File: config.mk
export PLATFORM = sky130hd
export DESIGN_NAME = time_slice_hit_decoder_flat
export DESIGN_NICKNAME = d
export VERILOG_FILES = /design/src/rtl/tshd_pkg.sv /design/src/rtl/tshd_if.sv /design/src/rtl/tshd_expand.sv /design/src/rtl/time_slice_hit_decoder.sv /design/src/flat_wrapper.sv
export SDC_FILE = /design/constraint.sdc
export NUM_CORES = 2
export LEC_CHECK = 0
export ABC_AREA = 1
export BUFFER_PORTS_ARGS = -buffer_cell sky130_fd_sc_hd__buf_4
export CORE_ASPECT_RATIO = 1.4
export CORE_UTILIZATION = 40
export CTS_BUF_LIST = sky130_fd_sc_hd__clkbuf_4 sky130_fd_sc_hd__clkbuf_8
export DETAILED_ROUTE_END_ITERATION = 12
export SYNTH_ARGS = -nofsm -noshare
export SYNTH_HDL_FRONTEND = slang
export SYNTH_SLANG_ARGS = --single-unit
File: constraint.sdc
create_clock -name clk -period 10.1 [get_ports clk]
set_input_delay 1.01 -clock clk [delete_from_list [all_inputs] [get_ports clk]]
set_output_delay 1.01 -clock clk [all_outputs]
set_load 0.05 [all_outputs]
File: src/rtl/tshd_pkg.sv
// Shared types, result codes and helpers for the time-slice hit decoder.
package tshd_pkg;

	localparam logic [31:0] MAGIC_WORD = 32'hc0da0100;

	localparam logic [2:0] KIND_CHARGE   = 3'd0;
	localparam logic [2:0] KIND_WIRE     = 3'd1;
	localparam logic [2:0] KIND_BAD_MAG  = 3'd2;
	localparam logic [2:0] KIND_PORT_MIS = 3'd3;
	localparam logic [2:0] KIND_UNK_MOD  = 3'd4;
	localparam logic [2:0] KIND_TBL_OVF  = 3'd5;

	localparam logic [3:0] MOD_DIGITIZER = 4'd0;
	localparam logic [3:0] MOD_WIRE      = 4'd1;

	typedef enum logic [6:0] {
		PH_HEADER    = 7'b0000001,
		PH_ROC       = 7'b0000010,
		PH_INFO      = 7'b0000100,
		PH_BANK_LEN  = 7'b0001000,
		PH_BANK_HEAD = 7'b0010000,
		PH_DATA      = 7'b0100000,
		PH_SKIP      = 7'b1000000
	} phase_t;

	typedef struct packed {
		logic [2:0]  kind;
		logic [31:0] frame_no;
		logic [63:0] frame_stamp;
		logic [15:0] roc_id;
		logic [15:0] slot;
		logic [8:0]  channel;
		logic [12:0] charge;
		logic [15:0] time_ns;
		logic        last;
	} hit_t;

	typedef struct packed {
		logic        active;
		logic [8:0]  channel;
		logic [15:0] time_ns;
		logic        last;
	} wire_hit_t;

	function automatic logic [31:0] rev_bytes(input logic [31:0] v);
		return {v[7:0], v[15:8], v[23:16], v[31:24]};
	endfunction

endpackage

File: src/rtl/tshd_if.sv
// Valid/ready channel interfaces for input words and decoded hits.
interface tshd_word_if;
	logic        valid;
	logic        ready;
	logic [31:0] word;
	modport source (output valid, output word, input ready);
	modport sink (input valid, input word, output ready);
endinterface

interface tshd_hit_if;
	logic        valid;
	logic        ready;
	logic [2:0]  kind;
	logic [31:0] frame_no;
	logic [63:0] frame_stamp;
	logic [15:0] roc_id;
	logic [15:0] slot;
	logic [8:0]  channel;
	logic [12:0] charge;
	logic [15:0] time_ns;
	logic        last;
	modport source (output valid, output kind, output frame_no, output frame_stamp,
		output roc_id, output slot, output channel, output charge, output time_ns,
		output last, input ready);
	modport sink (input valid, input kind, input frame_no, input frame_stamp,
		input roc_id, input slot, input channel, input charge, input time_ns,
		input last, output ready);
endinterface

File: src/rtl/tshd_expand.sv
// Wire pattern walker: emits one hit per set bit, lowest bit first.
module tshd_expand (
	input  logic              clk,
	input  logic              arst_n,
	input  logic              load,
	input  logic [47:0]       load_pat,
	input  logic [2:0]        load_grp,
	input  logic [15:0]       load_time,
	input  logic              take,
	output tshd_pkg::wire_hit_t hit
);
	import tshd_pkg::*;

	logic [47:0] pat_q;
	logic [2:0]  grp_q;
	logic [15:0] time_q;
	logic [5:0]  idx;
	logic [47:0] rest;

	always_comb begin
		idx = 6'd0;
		for (int b = 47; b >= 0; b--) begin
			if (pat_q[b]) idx = 6'(b);
		end
	end

	assign rest = pat_q & (pat_q - 48'd1);

	assign hit.active  = (pat_q != 48'd0);
	assign hit.channel = 9'(idx) + {grp_q, 5'd0} + {1'b0, grp_q, 4'd0};
	assign hit.time_ns = time_q;
	assign hit.last    = (rest == 48'd0);

	always_ff @(posedge clk or negedge arst_n) begin
		if (!arst_n) begin
			pat_q <= '0;
		end else if (load) begin
			pat_q <= load_pat;
		end else if (take && hit.active) begin
			pat_q <= rest;
		end
	end

	always_ff @(posedge clk) begin
		if (load) begin
			grp_q  <= load_grp;
			time_q <= load_time;
		end
	end

endmodule

File: src/rtl/time_slice_hit_decoder.sv
// Time-slice hit decoder: parses block/bank words and emits charge hits, wire hits and error results.
// A charge hit or error result is registered on the output in the cycle after its word is taken.
// Throughput: one word per cycle while the output is free; a wire pair stalls input
// while the walker sends one hit per set bit, one per free cycle, via the output register.
// Reset (arst_n low) clears all parse state and the halt flag; the port table
// memory is not cleared, only entries written in the current block are read.
module time_slice_hit_decoder #(
	parameter int MAX_PORT_ENTRIES = 64
) (
	input  logic       clk,
	input  logic       arst_n,
	tshd_word_if.sink  words,
	tshd_hit_if.source hits
);
	import tshd_pkg::*;

	localparam int CW   = $clog2(MAX_PORT_ENTRIES + 1);
	localparam int ROWS = (MAX_PORT_ENTRIES + 1) / 2;
	localparam int RAW  = (ROWS > 1) ? $clog2(ROWS) : 1;

	// parse state
	phase_t      phase_q, phase_n;
	logic [3:0]  hdr_q, hdr_n;
	logic [31:0] blk_left_q, blk_left_n;
	logic        swap_q, swap_n;
	logic [31:0] frame_q, frame_n;
	logic [31:0] stamp_lo_q, stamp_lo_n;
	logic [31:0] stamp_hi_q, stamp_hi_n;
	logic [15:0] roc_q, roc_n;
	logic [15:0] info_left_q, info_left_n;
	logic        pad_q, pad_n;
	logic [CW-1:0] port_cnt_q, port_cnt_n;
	logic [CW-1:0] bank_idx_q, bank_idx_n;
	logic [31:0] bank_left_q, bank_left_n;
	logic [3:0]  module_q, module_n;
	logic [15:0] slot_q, slot_n;
	logic [31:0] held_q, held_n;
	logic        pend_q, pend_n;
	logic        halt_q, halt_n;

	// port table: two 16-bit entries per row, low half holds the even entry
	logic [31:0] ptab [ROWS];
	logic [31:0] ptab_rd_q;
	logic        tab_we;
	logic [31:0] tab_wdata;
	logic [15:0] entry;

	// result register
	logic        out_v_q;
	hit_t        out_q;
	logic        out_free;

	// per-word effects
	logic        acc;
	logic        emit_charge;
	logic        emit_err;
	logic [2:0]  err_kind;
	logic        wire_load;
	logic [47:0] wire_pat;
	logic [31:0] w;
	logic [31:0] len;
	logic [16:0] entries;
	logic [CW-1:0] next_idx;
	wire_hit_t   wh;

	assign out_free    = !out_v_q || hits.ready;
	assign words.ready = !wh.active && out_free;
	assign acc         = words.valid && words.ready;
	assign w           = swap_q ? rev_bytes(words.word) : words.word;
	assign entry       = bank_idx_q[0] ? ptab_rd_q[31:16] : ptab_rd_q[15:0];
	assign wire_pat    = {w[18:0], held_q[28:0]};

	always_comb begin
		phase_n     = phase_q;
		hdr_n       = hdr_q;
		blk_left_n  = blk_left_q;
		swap_n      = swap_q;
		frame_n     = frame_q;
		stamp_lo_n  = stamp_lo_q;
		stamp_hi_n  = stamp_hi_q;
		roc_n       = roc_q;
		info_left_n = info_left_q;
		pad_n       = pad_q;
		port_cnt_n  = port_cnt_q;
		bank_idx_n  = bank_idx_q;
		bank_left_n = bank_left_q;
		module_n    = module_q;
		slot_n      = slot_q;
		held_n      = held_q;
		pend_n      = pend_q;
		halt_n      = halt_q;
		emit_charge = 1'b0;
		emit_err    = 1'b0;
		err_kind    = KIND_BAD_MAG;
		wire_load   = 1'b0;
		tab_we      = 1'b0;
		tab_wdata   = w;
		len         = '0;
		entries     = '0;
		next_idx    = bank_idx_q + CW'(1);

		if (acc && !halt_q) begin
			if (phase_q == PH_HEADER) begin
				if (hdr_q == 4'd0) blk_left_n = words.word;
				if (hdr_q < 4'd7) begin
					hdr_n = hdr_q + 4'd1;
				end else begin
					hdr_n = 4'd0;
					if (words.word == MAGIC_WORD) begin
						swap_n = 1'b0;
					end else if (rev_bytes(words.word) == MAGIC_WORD) begin
						swap_n = 1'b1;
					end else begin
						emit_err = 1'b1;
						err_kind = KIND_BAD_MAG;
					end
					if (!emit_err) begin
						len        = swap_n ? rev_bytes(blk_left_q) : blk_left_q;
						blk_left_n = (len > 32'd6) ? len - 32'd6 : 32'd0;
						if (blk_left_n != 32'd0) phase_n = PH_ROC;
					end
				end
			end else begin
				unique case (phase_q)
					PH_ROC: begin
						if (hdr_q == 4'd1) roc_n = w[31:16];
						if (hdr_q == 4'd5) frame_n = w;
						if (hdr_q == 4'd6) stamp_lo_n = w;
						if (hdr_q == 4'd7) stamp_hi_n = w;
						if (hdr_q < 4'd8) begin
							hdr_n = hdr_q + 4'd1;
						end else begin
							hdr_n       = 4'd0;
							info_left_n = w[15:0];
							pad_n       = w[23];
							entries     = {w[15:0], 1'b0} -
								17'((w[23] && w[15:0] != 16'd0) ? 1 : 0);
							if (entries > 17'(MAX_PORT_ENTRIES)) begin
								emit_err = 1'b1;
								err_kind = KIND_TBL_OVF;
							end else begin
								port_cnt_n = '0;
								bank_idx_n = '0;
								phase_n    = (w[15:0] != 16'd0) ? PH_INFO : PH_SKIP;
							end
						end
					end
					PH_INFO: begin
						tab_we      = 1'b1;
						port_cnt_n  = port_cnt_q +
							((info_left_q == 16'd1 && pad_q) ? CW'(1) : CW'(2));
						info_left_n = info_left_q - 16'd1;
						if (info_left_n == 16'd0) begin
							bank_idx_n = '0;
							phase_n    = (port_cnt_n == '0) ? PH_SKIP : PH_BANK_LEN;
						end
					end
					PH_BANK_LEN: begin
						bank_left_n = (w == 32'd0) ? 32'd0 : w - 32'd1;
						phase_n     = PH_BANK_HEAD;
					end
					PH_BANK_HEAD: begin
						if ({3'd0, entry[4:0]} != w[23:16]) begin
							emit_err = 1'b1;
							err_kind = KIND_PORT_MIS;
						end else begin
							slot_n   = w[31:16];
							module_n = entry[11:8];
							pend_n   = 1'b0;
							if (bank_left_q == 32'd0) begin
								bank_idx_n = next_idx;
								phase_n    = (next_idx >= port_cnt_q) ? PH_SKIP : PH_BANK_LEN;
							end else begin
								phase_n = PH_DATA;
							end
						end
					end
					PH_DATA: begin
						if (module_q == MOD_DIGITIZER) begin
							emit_charge = 1'b1;
						end else if (module_q == MOD_WIRE) begin
							if (!pend_q) begin
								held_n = w;
								pend_n = 1'b1;
							end else begin
								wire_load = 1'b1;
								pend_n    = 1'b0;
							end
						end else begin
							emit_err = 1'b1;
							err_kind = KIND_UNK_MOD;
						end
						if (!emit_err) begin
							bank_left_n = bank_left_q - 32'd1;
							if (bank_left_n == 32'd0) begin
								pend_n     = 1'b0;
								bank_idx_n = next_idx;
								phase_n    = (next_idx >= port_cnt_q) ? PH_SKIP : PH_BANK_LEN;
							end
						end
					end
					default: ;
				endcase
				// count the payload word; drop back to the block header at its end
				if (!emit_err) begin
					blk_left_n = blk_left_q - 32'd1;
					if (blk_left_n == 32'd0) begin
						phase_n = PH_HEADER;
						hdr_n   = 4'd0;
						pend_n  = 1'b0;
					end
				end
			end
			if (emit_err) halt_n = 1'b1;
		end
	end

	always_ff @(posedge clk or negedge arst_n) begin
		if (!arst_n) begin
			phase_q     <= PH_HEADER;
			hdr_q       <= '0;
			blk_left_q  <= '0;
			swap_q      <= 1'b0;
			frame_q     <= '0;
			stamp_lo_q  <= '0;
			stamp_hi_q  <= '0;
			roc_q       <= '0;
			info_left_q <= '0;
			pad_q       <= 1'b0;
			port_cnt_q  <= '0;
			bank_idx_q  <= '0;
			bank_left_q <= '0;
			module_q    <= '0;
			slot_q      <= '0;
			held_q      <= '0;
			pend_q      <= 1'b0;
			halt_q      <= 1'b0;
		end else begin
			phase_q     <= phase_n;
			hdr_q       <= hdr_n;
			blk_left_q  <= blk_left_n;
			swap_q      <= swap_n;
			frame_q     <= frame_n;
			stamp_lo_q  <= stamp_lo_n;
			stamp_hi_q  <= stamp_hi_n;
			roc_q       <= roc_n;
			info_left_q <= info_left_n;
			pad_q       <= pad_n;
			port_cnt_q  <= port_cnt_n;
			bank_idx_q  <= bank_idx_n;
			bank_left_q <= bank_left_n;
			module_q    <= module_n;
			slot_q      <= slot_n;
			held_q      <= held_n;
			pend_q      <= pend_n;
			halt_q      <= halt_n;
		end
	end

	// Port table memory. Entries are written in pairs at an even count, so one row
	// write per info word suffices. The read tracks the current bank entry every
	// cycle; the length word always sits between the last write and the head check.
	always_ff @(posedge clk) begin
		if (tab_we) ptab[port_cnt_q[RAW:1]] <= tab_wdata;
		ptab_rd_q <= ptab[bank_idx_q[RAW:1]];
	end

	tshd_expand u_expand (
		.clk       (clk),
		.arst_n    (arst_n),
		.load      (wire_load),
		.load_pat  (wire_pat),
		.load_grp  (held_q[31:29]),
		.load_time ({w[29:19], 5'd0}),
		.take      (out_free),
		.hit       (wh)
	);

	// Output register: the walker has priority; input is held off while it runs.
	always_ff @(posedge clk or negedge arst_n) begin
		if (!arst_n) begin
			out_v_q <= 1'b0;
		end else if (wh.active && out_free) begin
			out_v_q <= 1'b1;
		end else if (emit_charge || emit_err) begin
			out_v_q <= 1'b1;
		end else if (hits.ready) begin
			out_v_q <= 1'b0;
		end
	end

	always_ff @(posedge clk) begin
		if (wh.active && out_free) begin
			out_q.kind        <= KIND_WIRE;
			out_q.frame_no    <= frame_q;
			out_q.frame_stamp <= {stamp_hi_q, stamp_lo_q};
			out_q.roc_id      <= roc_q;
			out_q.slot        <= slot_q;
			out_q.channel     <= wh.channel;
			out_q.charge      <= '0;
			out_q.time_ns     <= wh.time_ns;
			out_q.last        <= wh.last;
		end else if (emit_err) begin
			// zero every field but the kind and last flag
			out_q <= '{kind: err_kind, last: 1'b1, default: '0};
		end else if (emit_charge) begin
			out_q.kind        <= KIND_CHARGE;
			out_q.frame_no    <= frame_q;
			out_q.frame_stamp <= {stamp_hi_q, stamp_lo_q};
			out_q.roc_id      <= roc_q;
			out_q.slot        <= slot_q;
			out_q.channel     <= {5'd0, w[16:13]};
			out_q.charge      <= w[12:0];
			out_q.time_ns     <= {w[30:17], 2'b00};
			out_q.last        <= 1'b1;
		end
	end

	assign hits.valid       = out_v_q;
	assign hits.kind        = out_q.kind;
	assign hits.frame_no    = out_q.frame_no;
	assign hits.frame_stamp = out_q.frame_stamp;
	assign hits.roc_id      = out_q.roc_id;
	assign hits.slot        = out_q.slot;
	assign hits.channel     = out_q.channel;
	assign hits.charge      = out_q.charge;
	assign hits.time_ns     = out_q.time_ns;
	assign hits.last        = out_q.last;

	// no word may enter while the wire walker still drains a pattern
	a_walk_blocks: assert property (@(posedge clk) disable iff (!arst_n)
		wh.active |-> !words.ready)
		else $error("word taken during wire expansion");

	// an error halts the block until reset
	a_halt_sticky: assert property (@(posedge clk) disable iff (!arst_n)
		halt_q |=> halt_q)
		else $error("halt flag cleared");

	// the port table never holds more entries than it has room for
	a_tab_bound: assert property (@(posedge clk) disable iff (!arst_n)
		port_cnt_q <= CW'(MAX_PORT_ENTRIES))
		else $error("port table count beyond capacity");

endmodule
File: src/flat_wrapper.sv
// flat-port wrapper written by rule: the top's interface ports become plain ports
module time_slice_hit_decoder_flat import tshd_pkg::*;
#(
	parameter int MAX_PORT_ENTRIES = 64
)
  (clk, arst_n, words_valid, words_word, words_ready, hits_valid, hits_kind, hits_frame_no, hits_frame_stamp, hits_roc_id, hits_slot, hits_channel, hits_charge, hits_time_ns, hits_last, hits_ready);
  tshd_word_if words_i ();
  tshd_hit_if hits_i ();
  input  logic clk;
  input  logic arst_n;
  input wire logic [$bits(words_i.valid)-1:0] words_valid;
  input wire logic [$bits(words_i.word)-1:0] words_word;
  output wire logic [$bits(words_i.ready)-1:0] words_ready;
  output wire logic [$bits(hits_i.valid)-1:0] hits_valid;
  output wire logic [$bits(hits_i.kind)-1:0] hits_kind;
  output wire logic [$bits(hits_i.frame_no)-1:0] hits_frame_no;
  output wire logic [$bits(hits_i.frame_stamp)-1:0] hits_frame_stamp;
  output wire logic [$bits(hits_i.roc_id)-1:0] hits_roc_id;
  output wire logic [$bits(hits_i.slot)-1:0] hits_slot;
  output wire logic [$bits(hits_i.channel)-1:0] hits_channel;
  output wire logic [$bits(hits_i.charge)-1:0] hits_charge;
  output wire logic [$bits(hits_i.time_ns)-1:0] hits_time_ns;
  output wire logic [$bits(hits_i.last)-1:0] hits_last;
  input wire logic [$bits(hits_i.ready)-1:0] hits_ready;
  assign words_i.valid = words_valid;
  assign words_i.word = words_word;
  assign words_ready = words_i.ready;
  assign hits_valid = hits_i.valid;
  assign hits_kind = hits_i.kind;
  assign hits_frame_no = hits_i.frame_no;
  assign hits_frame_stamp = hits_i.frame_stamp;
  assign hits_roc_id = hits_i.roc_id;
  assign hits_slot = hits_i.slot;
  assign hits_channel = hits_i.channel;
  assign hits_charge = hits_i.charge;
  assign hits_time_ns = hits_i.time_ns;
  assign hits_last = hits_i.last;
  assign hits_i.ready = hits_ready;
  time_slice_hit_decoder #(.MAX_PORT_ENTRIES(MAX_PORT_ENTRIES)) u_core (.clk(clk), .arst_n(arst_n), .words(words_i), .hits(hits_i));
endmodule
# Word level (Yosys, flattened, before mapping)
# Memories as Yosys holds them, arrays and structs flattened. A register that Yosys moved wholly into a read port is not among the register bits.
# Index checks and enable logic that the tools add are counted.
[op_classes]
addsub = 12
multipliers = 0
n_div = 0
order_cmp = 5
n_eq_ne = 26
shift = 0
n_mux = 161
bitwise_logic = 7
n_reduce_logical = 47
[ops]
columns = ["operator", "count"]
rows = [
  ["$mux W170", 2],
  ["$mux W32", 10],
  ["$mux W6", 48],
  ["$mux W167", 1],
  ["$mux W7", 23],
  ["$logic_not A32 Y1", 4],
  ["$mux W48", 2],
  ["$sub A32 B1 Y32 const B", 3],
  ["$eq A32 B32 Y1 const B", 2],
  ["$pmux W32 S2", 1],
  ["$mux W1", 52],
  ["$and A48 B48 Y48", 1],
  ["$logic_not A48 Y1", 1],
  ["$reduce_bool A48 Y1", 1],
  ["$sub A48 B1 Y48 const B", 1],
  ["$reduce_and A4 Y1", 9],
  ["$pmux W7 S5", 1],
  ["$gt A32 B3 Y1 const B", 1],
  ["$pmux W16 S2", 1],
  ["$reduce_bool A32 Y1", 1],
  ["$sub A32 B3 Y32 const B", 1],
  ["$pmux W7 S4", 1],
  ["$mux W4", 6],
  ["$mux W3", 6],
  ["47 further kinds", 79],
]
[word_totals]
reg_bits = 504
latch_bits = 0
mem_bits_rw = 1024
mem_bits_ro = 0
out_inout_bits = 172
word_cells = 291
memories = 1
[mem_list]
columns = ["memory", "depth", "width", "read_ports", "rd_clocked_by_memory_dff", "wr", "line_no", "rtl"]
rows = [
  ["u_core.ptab", 32, 32, 1, 1, 1, "time_slice_hit_decoder.sv:42", "logic [31:0] ptab [ROWS];"],
]

# Depth between registers and ports, before layout
[depth]
depth_word = 51
mapped_depth = 49
ltp_nobuf = 49

# Cells and area by module
# From an unflattened synthesis, not the netlist that was laid out.
[unflattened]
cells_unflattened = 5386
area_unflattened_um2 = 51798.4
[by_module_without_submodules]
columns = ["mod", "instances", "cells_per_inst", "area_per_inst_um2", "seq_area_each_um2"]
rows = [
  ["time_slice_hit_decoder", 1, 4878, 47843.4, 29459.5],
  ["tshd_expand", 1, 508, 3955.0, 1771.7],
]

# Worst setup path after synthesis
# Ideal clock, no wire load.
[synth_path]
path_type = "input -> register"
startpoint = "input port words_word[0]"
endpoint = "register u_core.hits.charge[3] (netlist name)"
setup_ps = 132
t_arrival_ps = 9460
required_ps = 9968
slack_ps = 508
path_stages = 36
path_cell_list = "inv_1 > o21ai_0 > clkinv_1 > ha_1 > inv_1 > nor2_2 > inv_2 > nor2_2 > inv_1 > nor2_2 > inv_1 > nor2_2 > inv_2 > nor2_4 > nor2_4 > inv_1 > nor3_1 > xor2_1 > inv_1 > nand3_1 > nor3_1 > nand2_1 > nand2_2 > o21ai_1 > inv_2 > nand2_4 > inv_2 > nand2_1 > nand2_1 > inv_2 > nor2_1 > nand2_1 > inv_2 > buf_6 > nand2_1 > o21ai_0"
[synth_between]
elab_chain_cells = 15
elab_cells_between_ends = 23
classes_between = "add/sub: 1; order compare: 1; eq/ne: 2; mux: 16; reduce/logical: 3"
[synth_lines]
columns = ["item", "line_no", "rtl"]
rows = [
  ["from (decl)", "flat_wrapper.sv:12", "input wire logic [$bits(words_i.word)-1:0] words_word;"],
  ["$mux W32 (*)", "time_slice_hit_decoder.sv:69", "assign w = swap_q ? rev_bytes(words.word) : words.word;"],
  ["net u_core.tab_wdata[0]", "time_slice_hit_decoder.sv:45", "logic [31:0] tab_wdata;"],
  ["$reduce_bool A16 Y1", "time_slice_hit_decoder.sv:137", "17'((w[23] && w[15:0] != 16'd0) ? 1 : 0);"],
  ["$logic_and A1 B1 Y1", "time_slice_hit_decoder.sv:137", ""],
  ["$mux W1", "time_slice_hit_decoder.sv:137", ""],
  ["$sub A17 B17 Y17 (*)", "time_slice_hit_decoder.sv:136", "entries = {w[15:0], 1'b0} -"],
  ["$gt A17 B7 Y1 (*)", "time_slice_hit_decoder.sv:138", "if (entries > 17'(MAX_PORT_ENTRIES)) begin"],
  ["$mux W1 (*)", "time_slice_hit_decoder.sv:138", ""],
  ["$mux W1 (*)", "time_slice_hit_decoder.sv:130", "if (hdr_q < 4'd8) begin"],
  ["$pmux W1 S3 (*)", "time_slice_hit_decoder.sv:124", "unique case (phase_q)"],
  ["$mux W1 (*)", "time_slice_hit_decoder.sv:103", "if (phase_q == PH_HEADER) begin"],
  ["$mux W1 (*)", "time_slice_hit_decoder.sv:102", "if (acc && !halt_q) begin"],
  ["$mux W1 (*)", "time_slice_hit_decoder.sv:103", ""],
  ["$mux W1 (*) (2 in a row)", "time_slice_hit_decoder.sv:102", ""],
  ["$reduce_or A2 Y1 (no source line) (*)", "n/a", ""],
]
# The timed path passes the listed nets; every way through them passes the cells marked *. The select of a mux whose other input is x is not followed.
# A chain may end at the register's enable or synchronous reset.

# Worst setup path in the final report
[layout_path]
startpoint = "register u_core.u_expand.pat_q[0]"
endpoint = "memory u_core.ptab[7][19] (enable)"
[layout_between]
elab_chain_cells = 8
[layout_lines]
columns = ["item", "line_no", "rtl"]
rows = [
  ["from (decl)", "tshd_expand.sv:14", "logic [47:0] pat_q;"],
  ["from (signal assigned)", "tshd_expand.sv:38", "pat_q <= load_pat;"],
  ["from (signal assigned)", "tshd_expand.sv:40", "pat_q <= rest;"],
  ["$reduce_bool A48 Y1", "tshd_expand.sv:29", "assign hit.active = (pat_q != 48'd0);"],
  ["$logic_not A1 Y1", "time_slice_hit_decoder.sv:67", "assign words.ready = !wh.active && out_free;"],
  ["$logic_and A1 B1 Y1", "time_slice_hit_decoder.sv:67", ""],
  ["$logic_and A1 B1 Y1", "time_slice_hit_decoder.sv:68", "assign acc = words.valid && words.ready;"],
  ["$logic_and A1 B1 Y1", "time_slice_hit_decoder.sv:102", ""],
  ["$mux W1", "time_slice_hit_decoder.sv:102", ""],
  ["$mux W1", "time_slice_hit_decoder.sv:264", "if (tab_we) ptab[port_cnt_q[RAW:1]] <= tab_wdata;"],
  ["$mux W1 (implied by the code)", "time_slice_hit_decoder.sv:264", ""],
  ["to (decl)", "time_slice_hit_decoder.sv:42", ""],
]
# Every way passes these cells.

==> impl_metrics.env <==
export IMPL_status="completed"
export IMPL_pwr_share_seq_pct=35.5
export IMPL_dp_cells=6792
export IMPL_postLayoutCellArea_sq_um=57600
export IMPL_yosysSeqAreaShare_pct=61.5
export IMPL_synth_distinct_cells=68
export IMPL_final_nets=5398
export IMPL_p_leak_nw=21.9
export IMPL_drtIter0Drc=3586
export IMPL_crit_required_ns=10.59
export IMPL_synth_main_ff_cell="edfxtp_1"
export IMPL_port_buffers=205
export IMPL_area_growth_syn_to_layout_pct=14.1
export IMPL_skew_ns=0.0650
export IMPL_grt_pass1_vias=37735
export IMPL_htree_num_levels=4
export IMPL_ios=208
export IMPL_finalSetupViolCount=0
export IMPL_wire_per_inst_microns=23.0
export IMPL_clkSlewWorstSetupHoldPaths_ns=0.06
export IMPL_die_area_sq_um=128000
export IMPL_grt_pass1_wl_microns=241000
export IMPL_power_mw=17.8
export IMPL_vdd_ir_drop_worst_mv=0.408
export IMPL_start_util_pct=40.5
export IMPL_endpoint_kind="register"
export IMPL_rsz0062_at_grt="no"
export IMPL_final_cells=7099
export IMPL_worstSkewPairLatency_ns=0.91
export IMPL_synth_edff_count=742
export IMPL_final_hold_violation_count=0
export IMPL_switchingPower_mw=8.05
export IMPL_yosysTopAreaCell="edfxtp_1"
export IMPL_slew_viol_final=0
export IMPL_synth_seq_cells=1098
export IMPL_fin_tns_setup_ns=0
export IMPL_avgSynthCellArea_sq_um=9.87
export IMPL_synthesis_area_sq_um=50500
export IMPL_wl_microns=163000
export IMPL_grt_max_degree=203
export IMPL_cts_resized=0
export IMPL_dp_hpwl_microns=106000
export IMPL_worstMarginPinSlew_ns=1.15
export IMPL_cts_setup_buffers=0
export IMPL_synthCells=5110
export IMPL_synth_top_area_share_pct=44.2
export IMPL_first_pass_iters=8
export IMPL_intPower_mw=9.72
export IMPL_clockBufferDepth=3
export IMPL_cts_sinks=1098
export IMPL_period_share_pct=65.3
export IMPL_utilization_pct=46.2
export IMPL_cts_hold_buf=0
export IMPL_vias=39255
export IMPL_yosys_warnings=0
export IMPL_worstPathArrival_ns=7.09
export IMPL_startpoint="u_core.u_expand.pat_q[0]"
export IMPL_fmax_ghz=0.152
export IMPL_track_usage_pct=25.4
export IMPL_dpl_cell_area_sq_um=54000
export IMPL_worstReg2RegStart="u_core.u_expand.pat_q[0]"
export IMPL_via_per_inst=5.53
export IMPL_switching_share_pct=45.3
export IMPL_seqCellArea_sq_um=31000
export IMPL_synth_area_top_cells="edfxtp_1, dfrtp_1, o21ai_0"
export IMPL_tritoncts="built"
export IMPL_die_h_microns=422
export IMPL_fillCellCount=11711
export IMPL_cts_made_buffers=163
export IMPL_slew_headroom_pct=23.2
export IMPL_overflow=0
export IMPL_drive_gt1_share_pct=13.6
export IMPL_placementRows=153
export IMPL_pwr_density_cell_nw_per_um2=309
export IMPL_cts_root_buf="clkbuf_8"
export IMPL_clkPwrFrac_pct=22.0
export IMPL_detail_route_antenna_nets=0
export IMPL_die_x_microns=302
export IMPL_drc=0
export IMPL_antenna_found_initial=12
export IMPL_p_comb_share_pct=42.5
export IMPL_period_minus_slack_ns=6.59
export IMPL_core_sq_um=125000
export IMPL_synth_async_sr_flop_share_pct=29.3
export IMPL_critPathLaunchType="register"
export IMPL_multi_input_area_sq_um=16600
export IMPL_path_class="reg -> reg"
export IMPL_gp_congestion=0.968
export IMPL_max_cap_violations=0
export IMPL_path_max_fanout=18
export IMPL_hp_class="in -> async"
==> cell families after synthesis <==
kind of cell               Yosys count  share of synthesized area [%]
adders and majority gates           32                          0.838
and+or+nand+nor                   1887                           16.0
muxes                                9                          0.181
xor gates and xnor gates            97                           1.68
AOI/OAI and AO/OA                 1193                           13.7
other                                1                        0.00743
DFF                               1098                           61.5
buffers and inverters              793                           6.11
==> final timing paths <==
kind                                             to  cells past startpoint  slack [ns]
hold / removal                u_core.stamp_hi_q[10]                      1        0.13
max in group asynchronous         u_core.held_q[21]                      3        8.06
min in group clk                  u_core.hits.valid                      4        0.44
setup reg to reg                 u_core.ptab[7][19]                     17        3.51
setup / recovery                 u_core.ptab[7][19]                     17        3.51
hold reg to reg            u_core.u_expand.grp_q[1]                      0        0.46
==> power groups by stage <==
stage               clock network [mW]  registers (mW)  logic [mW]
floorplan                            0            7.44        3.84
global placement                     0            6.38        7.48
detailed placement                   0            6.39        7.54
CTS                               3.97            6.31        7.55
global route                      4.15            6.38        8.17
finish                            3.90            6.31        7.56
==> sequential cells by signal, indices dropped and copies added, names as in the netlist, 16 cells and up <==
| register | flops |
|---|---|
| u_core.frame_q | 32 |
| u_core.hits.roc_id | 16 |
| u_core.roc_q | 16 |
| u_core.info_left_q | 16 |
| u_core.hits.frame_stamp | 64 |
| u_core.blk_left_q | 32 |
| u_core.ptab | 576 |
| u_core.stamp_hi_q | 32 |
| u_core.u_expand.pat_q | 48 |
| u_core.held_q | 32 |
| u_core.slot_q | 16 |
| u_core.ptab_rd_q | 18 |
| u_core.hits.frame_no | 32 |
| u_core.hits.slot | 16 |
| u_core.bank_left_q | 32 |
| u_core.stamp_lo_q | 32 |
==> per-stage QoR <==
stage / setup slack [ns] / hold slack, ns
2_1_floorplan: 0.508 / 0.425
3_3_place_gp: 3.28 / 0.432
3_5_place_dp: 3.25 / 0.444
4_1_cts: 3.60 / 0.0989
5_1_grt: 2.95 / 0.148
6_report: 3.51 / 0.129
==> critical path: stages (launching register included) <==
cell	delay, ns
dfrtp_1	0.41
nor2_1	0.18
nand2_1	0.14
nor2_1	0.20
inv_1	0.10
nor2_1	0.18
inv_1	0.08
nor2_1	0.21
inv_1	0.09
nor2_1	0.43
nand2_1	0.15
a21oi_1	0.24
inv_1	0.12
nor3_1	0.80
inv_1	0.48
nor2_2	0.57
nand4_1	0.68
nor2_2	1.11
==> final cells by class <==
type	count	share of cell area, %
repair buffers	301	4.00
clock inverters	70	1.13
diodes	5	0.0217
clock buffers	232	4.95
well taps	1627	3.54
multi-input cells	3220	28.9
inverters	546	3.58
flip-flops and latches	1098	53.9
==> per-layer routing <==
metal	up-vias	global-route usage, %	part of all wire, %
met3	408	4.32	6.6
met4	14	13.2	5.3
li1	18182	-	-
met5	-	0	0.057
met2	1577	43.3	50
met1	19074	30.4	38
==> cell usage after synthesis, types with 3 or more instances <==
cell type,count
or2_2,11
o21a_1,4
o31ai_1,4
nand3b_1,6
dfxtp_1,34
nor3_1,56
a31oi_1,26
xnor2_1,6
a21oi_1,115
o211ai_1,32
dfrtp_1,321
edfxtp_1,742
nor2_4,11
fa_1,3
clkinv_1,13
nor2_1,774
o311ai_0,4
o21ai_2,8
inv_1,509
o21ai_1,45
a32oi_1,17
or4_1,4
buf_2,13
nor2_2,20
mux2i_1,8
a221oi_1,6
nor4_2,7
nand4_1,72
a22oi_1,26
buf_1,10
nand3_1,154
o221ai_1,141
clkbuf_1,211
o21ai_0,717
o22ai_1,32
nand2_2,9
nor4_1,49
buf_6,11
nand2_1,698
ha_1,29
nor3b_1,3
xor2_1,91
a2111oi_0,3
inv_2,23
==> cells in the final DEF, fill, tap and decap left out, types with 7 or more instances in the layout <==
cell type / count
a21oi_1: 115
a22oi_1: 26
a31oi_1: 26
a32oi_1: 17
buf_4: 297
bufinv_16: 9
clkbuf_4: 55
clkbuf_8: 177
clkinv_1: 38
clkinv_2: 19
dfrtp_1: 317
dfxtp_1: 34
edfxtp_1: 742
ha_1: 29
inv_1: 506
inv_2: 26
mux2i_1: 8
nand2_1: 692
nand2_2: 14
nand3_1: 153
nand4_1: 72
nor2_1: 741
nor2_2: 52
nor2_4: 12
nor3_1: 54
nor4_1: 47
nor4_2: 7
o211ai_1: 32
o21ai_0: 712
o21ai_1: 38
o21ai_2: 13
o21ai_4: 8
o221ai_1: 141
o22ai_1: 32
or2_2: 11
xor2_1: 91
Note: power is estimated with default switching activity, not from simulation.
